### config.mk
export PLATFORM = sky130hd
export DESIGN_NAME = rtc_calendar_counter_unit
export DESIGN_NICKNAME = d
export VERILOG_FILES = /design/src/sv/rtc_pkg.sv /design/src/sv/rtc_next.sv /design/src/sv/rtc_calendar_counter_unit.sv
export SDC_FILE = /design/constraint.sdc
export NUM_CORES = 1
export LEC_CHECK = 0
export ABC_AREA = 1
export BUFFER_PORTS_ARGS = -buffer_cell sky130_fd_sc_hd__buf_4
export CAP_MARGIN = 20
export CORE_ASPECT_RATIO = 1.2
export CORE_MARGIN = 2
export CORE_UTILIZATION = 50
export DETAILED_ROUTE_END_ITERATION = 8
export PLACE_DENSITY = 0.85
export SKIP_CTS_REPAIR_TIMING = 1
export SLEW_MARGIN = 0
export SYNTH_ARGS = -nofsm -noshare
export SYNTH_HDL_FRONTEND = slang
export SYNTH_SLANG_ARGS = --single-unit
### constraint.sdc
create_clock -name clk -period 4.5 [get_ports clk]
set_input_delay 0.45 -clock clk [delete_from_list [all_inputs] [get_ports clk]]
set_output_delay 0.45 -clock clk [all_outputs]
set_load 0.005 [all_outputs]
### src/sv/rtc_pkg.sv
// Shared types, constants and calendar helpers for the RTC calendar counter.
package rtc_pkg;

	localparam logic [7:0] TICKS_LAST_RESET = 8'd199;
	localparam logic [5:0] SECONDS_PER_MINUTE = 6'd60;
	localparam logic [5:0] MINUTES_PER_HOUR = 6'd60;
	localparam logic [4:0] HOURS_PER_DAY = 5'd24;
	localparam logic [3:0] MONTHS_PER_YEAR = 4'd12;

	// Zero-based month indexes that need special handling.
	localparam logic [3:0] MONTH_FEB = 4'd1;
	localparam logic [3:0] MONTH_APR = 4'd3;
	localparam logic [3:0] MONTH_JUN = 4'd5;
	localparam logic [3:0] MONTH_SEP = 4'd8;
	localparam logic [3:0] MONTH_NOV = 4'd10;

	localparam logic [4:0] DAYS_LONG = 5'd31;
	localparam logic [4:0] DAYS_SHORT = 5'd30;
	localparam logic [4:0] DAYS_FEB_LEAP = 5'd29;
	localparam logic [4:0] DAYS_FEB = 5'd28;

	typedef enum logic {
		OP_TICK = 1'b0,
		OP_SET  = 1'b1
	} rtc_op_t;

	typedef struct packed {
		logic [7:0] tick;
		logic [5:0] sec;
		logic [5:0] min;
		logic [4:0] hour;
		logic [4:0] day_idx;
		logic [3:0] mon_idx;
		logic [7:0] year;
	} rtc_state_t;

	typedef struct packed {
		rtc_op_t    op;
		logic [4:0] day;
		logic [3:0] month;
		logic [7:0] year;
		logic [4:0] hour;
		logic [5:0] minute;
		logic [5:0] second;
	} rtc_item_t;

	typedef struct packed {
		rtc_state_t state;
		logic       sec_pulse;
		logic       min_pulse;
	} rtc_next_t;

	// Days in a month; any index above December counts as a long month.
	function automatic logic [4:0] month_length(input logic [3:0] mon_idx,
			input logic [7:0] year);
		logic [4:0] len;
		case (mon_idx) inside
			MONTH_FEB: len = (year[1:0] == 2'b00) ? DAYS_FEB_LEAP : DAYS_FEB;
			MONTH_APR, MONTH_JUN, MONTH_SEP, MONTH_NOV: len = DAYS_SHORT;
			default: len = DAYS_LONG;
		endcase
		return len;
	endfunction

endpackage

### src/sv/rtc_next.sv
// Next-state logic of the calendar: one tick carry chain or one load.
module rtc_next (
	input  rtc_pkg::rtc_state_t state,
	input  rtc_pkg::rtc_item_t  item,
	input  logic [7:0]          tick_last,
	output rtc_pkg::rtc_next_t  nxt
);
	import rtc_pkg::*;

	rtc_state_t s;
	logic       sp;
	logic       mp;
	logic [5:0] next_day;

	always_comb begin
		s = state;
		sp = 1'b0;
		mp = 1'b0;
		next_day = {1'b0, state.day_idx};
		if (item.op == OP_SET) begin
			s.day_idx = item.day - 5'd1;
			s.mon_idx = item.month - 4'd1;
			s.year = item.year;
			s.hour = item.hour;
			s.min = item.minute;
			s.sec = item.second;
		end else begin
			if (state.tick == tick_last) begin
				s.tick = '0;
				s.sec = state.sec + 6'd1;
				sp = 1'b1;
			end else begin
				s.tick = state.tick + 8'd1;
			end
			if (s.sec >= SECONDS_PER_MINUTE) begin
				s.sec = '0;
				s.min = s.min + 6'd1;
				mp = 1'b1;
			end
			if (s.min >= MINUTES_PER_HOUR) begin
				s.min = '0;
				s.hour = s.hour + 5'd1;
			end
			if (s.hour >= HOURS_PER_DAY) begin
				s.hour = '0;
				next_day = next_day + 6'd1;
			end
			// A day index past the month's end, even a loaded one, rolls the month.
			if (next_day >= {1'b0, month_length(state.mon_idx, state.year)}) begin
				s.day_idx = '0;
				s.mon_idx = state.mon_idx + 4'd1;
			end else begin
				s.day_idx = next_day[4:0];
			end
			if (s.mon_idx >= MONTHS_PER_YEAR) begin
				s.mon_idx = '0;
				s.year = state.year + 8'd1;
			end
		end
	end

	assign nxt.state = s;
	assign nxt.sec_pulse = sp;
	assign nxt.min_pulse = mp;

endmodule

### src/sv/rtc_calendar_counter_unit.sv
// Top level of the real-time clock and calendar counter.
//
//  channel  direction  handshake               payload
//  in       input      in_valid / in_stall     operation, set_day .. set_second
//  out      output     out_valid / out_stall   day .. sub_tick, second_pulse, minute_pulse
//  cfg      input      cfg_valid / cfg_ready   cfg_data (last tick count per second)
//
// Each item is held in the input register and then updates the calendar registers and
// the result register at once, and one item is taken every cycle while the output
// is not stalled. The carry chain from sub-second count to year sets the path.
// Reset puts the calendar at 2000-01-01 00:00:00 and the tick limit at 199.
// A stalled result holds the calendar; the input register still takes one more item.
module rtc_calendar_counter_unit (
	input  logic       clk,
	input  logic       arst_n,
	input  logic       in_valid,
	output logic       in_stall,
	input  logic       operation,
	input  logic [4:0] set_day,
	input  logic [3:0] set_month,
	input  logic [7:0] set_year,
	input  logic [4:0] set_hour,
	input  logic [5:0] set_minute,
	input  logic [5:0] set_second,
	output logic       out_valid,
	input  logic       out_stall,
	output logic [4:0] day,
	output logic [3:0] month,
	output logic [7:0] year,
	output logic [4:0] hour,
	output logic [5:0] minute,
	output logic [5:0] second,
	output logic [7:0] sub_tick,
	output logic       second_pulse,
	output logic       minute_pulse,
	input  logic       cfg_valid,
	output logic       cfg_ready,
	input  logic [7:0] cfg_data
);
	import rtc_pkg::*;

	logic       valid_s1;
	rtc_item_t  item_s1;
	rtc_state_t state_q;
	logic [7:0] tick_last_q;
	logic       out_valid_q;
	logic       sec_pulse_q;
	logic       min_pulse_q;
	rtc_next_t  nxt;
	logic       in_take;
	logic       advance;

	assign advance = valid_s1 && !(out_valid_q && out_stall);
	assign in_stall = valid_s1 && out_valid_q && out_stall;
	assign in_take = in_valid && !in_stall;
	assign cfg_ready = 1'b1;

	always_ff @(posedge clk or negedge arst_n) begin
		if (!arst_n) begin
			valid_s1 <= 1'b0;
		end else if (in_take) begin
			valid_s1 <= 1'b1;
		end else if (advance) begin
			valid_s1 <= 1'b0;
		end
	end

	always_ff @(posedge clk) begin
		if (in_take) begin
			item_s1.op <= rtc_op_t'(operation);
			item_s1.day <= set_day;
			item_s1.month <= set_month;
			item_s1.year <= set_year;
			item_s1.hour <= set_hour;
			item_s1.minute <= set_minute;
			item_s1.second <= set_second;
		end
	end

	rtc_next u_next (
		.state     (state_q),
		.item      (item_s1),
		.tick_last (tick_last_q),
		.nxt       (nxt)
	);

	always_ff @(posedge clk or negedge arst_n) begin
		if (!arst_n) begin
			tick_last_q <= TICKS_LAST_RESET;
		end else if (cfg_valid && cfg_ready) begin
			tick_last_q <= cfg_data;
		end
	end

	// The calendar registers change only when a result is loaded, so they double
	// as the held result while the output is stalled.
	always_ff @(posedge clk or negedge arst_n) begin
		if (!arst_n) begin
			state_q <= '0;
			out_valid_q <= 1'b0;
			sec_pulse_q <= 1'b0;
			min_pulse_q <= 1'b0;
		end else if (advance) begin
			state_q <= nxt.state;
			out_valid_q <= 1'b1;
			sec_pulse_q <= nxt.sec_pulse;
			min_pulse_q <= nxt.min_pulse;
		end else if (!out_stall) begin
			out_valid_q <= 1'b0;
		end
	end

	assign out_valid = out_valid_q;
	assign day = state_q.day_idx + 5'd1;
	assign month = state_q.mon_idx + 4'd1;
	assign year = state_q.year;
	assign hour = state_q.hour;
	assign minute = state_q.min;
	assign second = state_q.sec;
	assign sub_tick = state_q.tick;
	assign second_pulse = sec_pulse_q;
	assign minute_pulse = min_pulse_q;

	a_set_no_pulse: assert property (@(posedge clk) disable iff (!arst_n)
		advance && item_s1.op == OP_SET |=> !second_pulse && !minute_pulse)
		else $error("set item produced a pulse");

	a_min_pulse_sec_zero: assert property (@(posedge clk) disable iff (!arst_n)
		out_valid && minute_pulse |-> second == 6'd0)
		else $error("minute pulse without seconds at zero");

	a_sec_pulse_tick_zero: assert property (@(posedge clk) disable iff (!arst_n)
		out_valid && second_pulse |-> sub_tick == 8'd0)
		else $error("second pulse without sub-second count at zero");

	a_stall_needs_item: assert property (@(posedge clk) disable iff (!arst_n)
		in_stall |-> valid_s1 && out_valid)
		else $error("input stalled with room to move");

	a_advance_gives_result: assert property (@(posedge clk) disable iff (!arst_n)
		advance |=> out_valid)
		else $error("item advanced without a result");

endmodule

==> summary.txt <==
Status
  – Result of the run: completed

Power and ir drop
  – Leak Pwr: about 0.0029 µW
  – Ratio of total power to cell area: about 640 nW/µm²
  – Maximum vdd drop: approximately 0.00032 V

Route
  – Pre-Repair DR Iteration Count: 4
  – DRC: 0
  – Highest metal layer with signal wires: met4
  – Met1 Routed Length: ~4.7 mm
  – Vias per cell: about 5.3
  – Met2 WL: 5.93 mm
  – Number of routed nets with antenna violations: 0
  – Number of DRC violations after detailed-routing iteration 0: roughly 170
  – Per-cell routed wire length: 15.0 µm
  – Met3 wirelength from detailed routing: ~640 µm
  – Via count: slightly above 4,000
  – Total length of routed wires: between 10 and 15 mm

Synthesis
  – Cell type with the largest total area after synthesis: sky130_fd_sc_hd__dfrtp_1
  – Commonest cells in the netlist: sky130_fd_sc_hd__nand2_1, sky130_fd_sc_hd__inv_1, sky130_fd_sc_hd__nand3_1, sky130_fd_sc_hd__dfrtp_1, sky130_fd_sc_hd__nor2_1
  – Main flop type after synthesis: sky130_fd_sc_hd__dfrtp_1
  – Count of flip-flops with a built-in enable after synthesis: 35
  – Average size of a mapped cell: between 8 and 9 µm²
  – Top-count cell post-synth: sky130_fd_sc_hd__nand2_1
  – Cell area after synthesis: roughly 5000 µm²
  – Basic-gate share of the synthesized area counting and, or, nand and nor cells: 0.250
  – Main combinational cell family by area after synthesis: simple AND/OR/NAND/NOR gates
  – Number of instances in the synthesized netlist: ~570
  – Seq cells post-synth: 89
  – Portion of synthesized cell area occupied by the leading cell type: 0.239
  – Post-synth net total: around 640
  – Adder and majority gate portion of the synthesized area: 0.0366
  – Multiplexer share of the synthesized area: 0.0129
  – Synth Area in XOR/XNOR: 0.0410
  – Synthesized-area fraction occupied by ao, oa, aoi and oai cells: 0.0867
  – Fraction of the yosys area taken by sequential cells: 0.470
  – Number of unique standard cell types used by synthesis: 41
  – Synth warnings: 0
  – Proportion of synthesized flip-flops having asynchronous set or reset: 0.607
  – Cell types with the largest area share after synthesis: sky130_fd_sc_hd__dfrtp_1, sky130_fd_sc_hd__edfxtp_1, sky130_fd_sc_hd__nand2_1

Worst setup path
  – Data required time of the worst path: roughly 4.8 ns
  – Kind of launch point of the worst setup path: flop
  – Data arrival, critical path: about 4.3 ns
  – Kind of end point of the critical path: flop
  – Crit path max fanout: 9
  – Setup Crit Path Kind: flop to flop

Clock tree
  – Maximum buffer depth of the clock tree: 2
  – Insertion delay to the later sink of the worst-skew pair: about 0.34 ns
  – Clock-pin slew on the worst setup and hold paths: 0.06 ns
  – TritonCTS Buffers: 9
  – Count of H-tree levels built during CTS: 3
  – CTS tree: done
  – Clock root buffer: sky130_fd_sc_hd__clkbuf_16
  – Clock tree sinks: between 80 and 90

Layout
  – Final Instance Count excl. Fillers: 766
  – Area taken by flip-flops and latches: around 2400 µm²
  – Layout cell share with drive strength beyond 1: 0.266
  – Non-Filler Cell Area, Final: 6050 µm²
  – Final Net Count: roughly 700
  – Layout-stage area growth over the synthesis result: 18.1%
  – ANT cells: 0
  – Fill cell count: approximately 860
  – Multi-input combinational cell area: roughly 2200 µm²
  – Utilization of the core after routing: 0.605

STA
  – Relative slew slack: 0.490
  – Setup repair after global routing missed its margin: false
  – Setup-violating endpoint count in the final report: 0
  – Final worst path period share: 0.894
  – Transition at the pin with the smallest max-transition slack: between 0.7 and 0.8 ns
  – Minimum clock period: ~4 ns
  – Fin Clk Skew: ~0.0077 ns
  – Timing-limited maximum frequency: about 250 MHz
  – Final Max Tran Viols: 0
  – Final sum of negative setup slack: 0 ns
  – Count of final hold-check violations: 0

Placement
  – Port Buf Inserts: 93
  – Gpl congestion: 0.896
  – Half-perimeter wire length of the detailed placement result: ~8.5 mm
  – Post-Place Cells: between 700 and 800
  – Cell area after placement: approximately 5700 µm²

Global routing
  – Wire length of the first global-routing pass: 18.6 mm
  – Initial antenna violation count: 0
  – GRT Total Usage: 0.216
  – Vias in the first global route: approximately 4,000
  – Total gr overflow: 0
  – Pin count of the biggest net entering global routing: 55

Floorplanning
  – X dimension of the die: just under 100 µm
  – Core ar.: between 10,000 and 15,000 µm²
  – Die outline height: ~110 µm
  – Core Rows: 40
  – Starting utilization of the core area: 0.512
  – Die area: roughly 11,000 µm²
  – IO Pins: 95

Run
  – Number of maximum-capacitance constraint violations: 0

Hold path
  – Kind of path behind the tightest hold check: input port to async pin
[placed cells by master (no fill, tap or decap), drive strengths merged, types with 5 or more instances in the layout]
cell type and count:
nand2 129, buf 96, inv 56, nand3 56, nor2 50, dfrtp 49, edfxtp 35, a21oi 31
o21ai 20, ha 15, xor2 13, xnor2 11, a22oi 11, nor3 10, clkbuf 9, mux2 5
dfstp 5
[power breakdown]
group	internal (µW)	switching (µW)	leakage (µW)
clock	542	317	0.000160
sequential	1040	231	0.000975
combinational	735	1000	0.00174
[sequential cells by signal, summed over array words and instances (netlist names), 5 cells and up]
register and flops:
year 8, state_q 9, minute 6, item_s1 35
tick_last_q 8, sub_tick 8, hour 5, second 6
[area by class of cell]
cell class              count  area share
flip-flops and latches     89       0.398
multi-input cells         381       0.363
repair buffers             96       0.119
inverters                  58      0.0376
clock buffers               9      0.0372
well taps                 126      0.0260
clock inverters             7      0.0194
[worst max-delay path, stage by stage (launching register included)]
cell and delay [ns]:
sky130_fd_sc_hd__dfstp_2 0.54, sky130_fd_sc_hd__xnor2_1 0.11, sky130_fd_sc_hd__nand2_1 0.10, sky130_fd_sc_hd__nor2_1 0.12, sky130_fd_sc_hd__nand2_2 0.16, sky130_fd_sc_hd__nand2_1 0.13
sky130_fd_sc_hd__nand2_2 0.07, sky130_fd_sc_hd__nor2_4 0.18, sky130_fd_sc_hd__nand2_4 0.11, sky130_fd_sc_hd__nand2_1 0.10, sky130_fd_sc_hd__nand2_1 0.09, sky130_fd_sc_hd__nor2_4 0.11
sky130_fd_sc_hd__nand2_2 0.10, sky130_fd_sc_hd__nand2_1 0.08, sky130_fd_sc_hd__nand2_2 0.12, sky130_fd_sc_hd__nand2_8 0.13, sky130_fd_sc_hd__inv_1 0.10, sky130_fd_sc_hd__o21ai_0 0.25
sky130_fd_sc_hd__ha_1 0.28, sky130_fd_sc_hd__a21oi_1 0.18, sky130_fd_sc_hd__nor2_2 0.08, sky130_fd_sc_hd__nand2_4 0.10, sky130_fd_sc_hd__nand3_1 0.13, sky130_fd_sc_hd__nand3_2 0.14
sky130_fd_sc_hd__nand3_4 0.16, sky130_fd_sc_hd__inv_6 0.17, sky130_fd_sc_hd__nand2_2 0.06, sky130_fd_sc_hd__nand2_1 0.06
[metrics by stage]
stage	power, µW	hold WS, ns	worst slack (ns)
2_1_floorplan	2550	0.154	0.971
3_3_place_gp	2970	0.463	0.652
3_5_place_dp	3020	0.485	0.470
4_1_cts	3890	0.171	0.443
5_1_grt	4150	0.211	0.0993
6_report	3870	0.146	0.475
[path summary, 6_finish.rpt]
| check | start | to | slack (ns) | cells past startpoint |
|---|---|---|---|---|
| max | tick_last_q[2]$_DFFE_PN1P_ | year[1]$_DFFE_PN0P_ | 0.48 | 27 |
| min | arst_n | tick_last_q[5]$_DFFE_PN0P_ | 0.15 | 1 |
| max reg2reg | tick_last_q[2]$_DFFE_PN1P_ | year[1]$_DFFE_PN0P_ | 0.48 | 27 |
| min reg2reg | tick_last_q[1]$_DFFE_PN1P_ | tick_last_q[1]$_DFFE_PN1P_ | 0.49 | 2 |
| max in group asynchronous | arst_n | state_q[10]$_DFFE_PN0P_ | 3.89 | 1 |
| min in group clk | set_year[6] | item_s1[23]$_DFFE_PP_ | 0.28 | 1 |
[layer usage]
layer	track usage	up-vias
met2	0.378	121
met1	0.267	1910
li1	-	1996
met3	0.0439	17
met5	0	-
met4	0.0648	0
[logic make-up (layout without fill, tap and decap cells)]
kind of cell	count (synthesis)	in the layout
multiplexers	6	6
flip-flops	89	89
adder cells (fa/ha/maj)	15	15
AO/OA/AOI/OAI	76	76
XOR/XNOR	24	24
AND/OR/NAND/NOR	259	259
other	1	1
buffers and inverters	102	170
(Power assumes the default switching activity.)
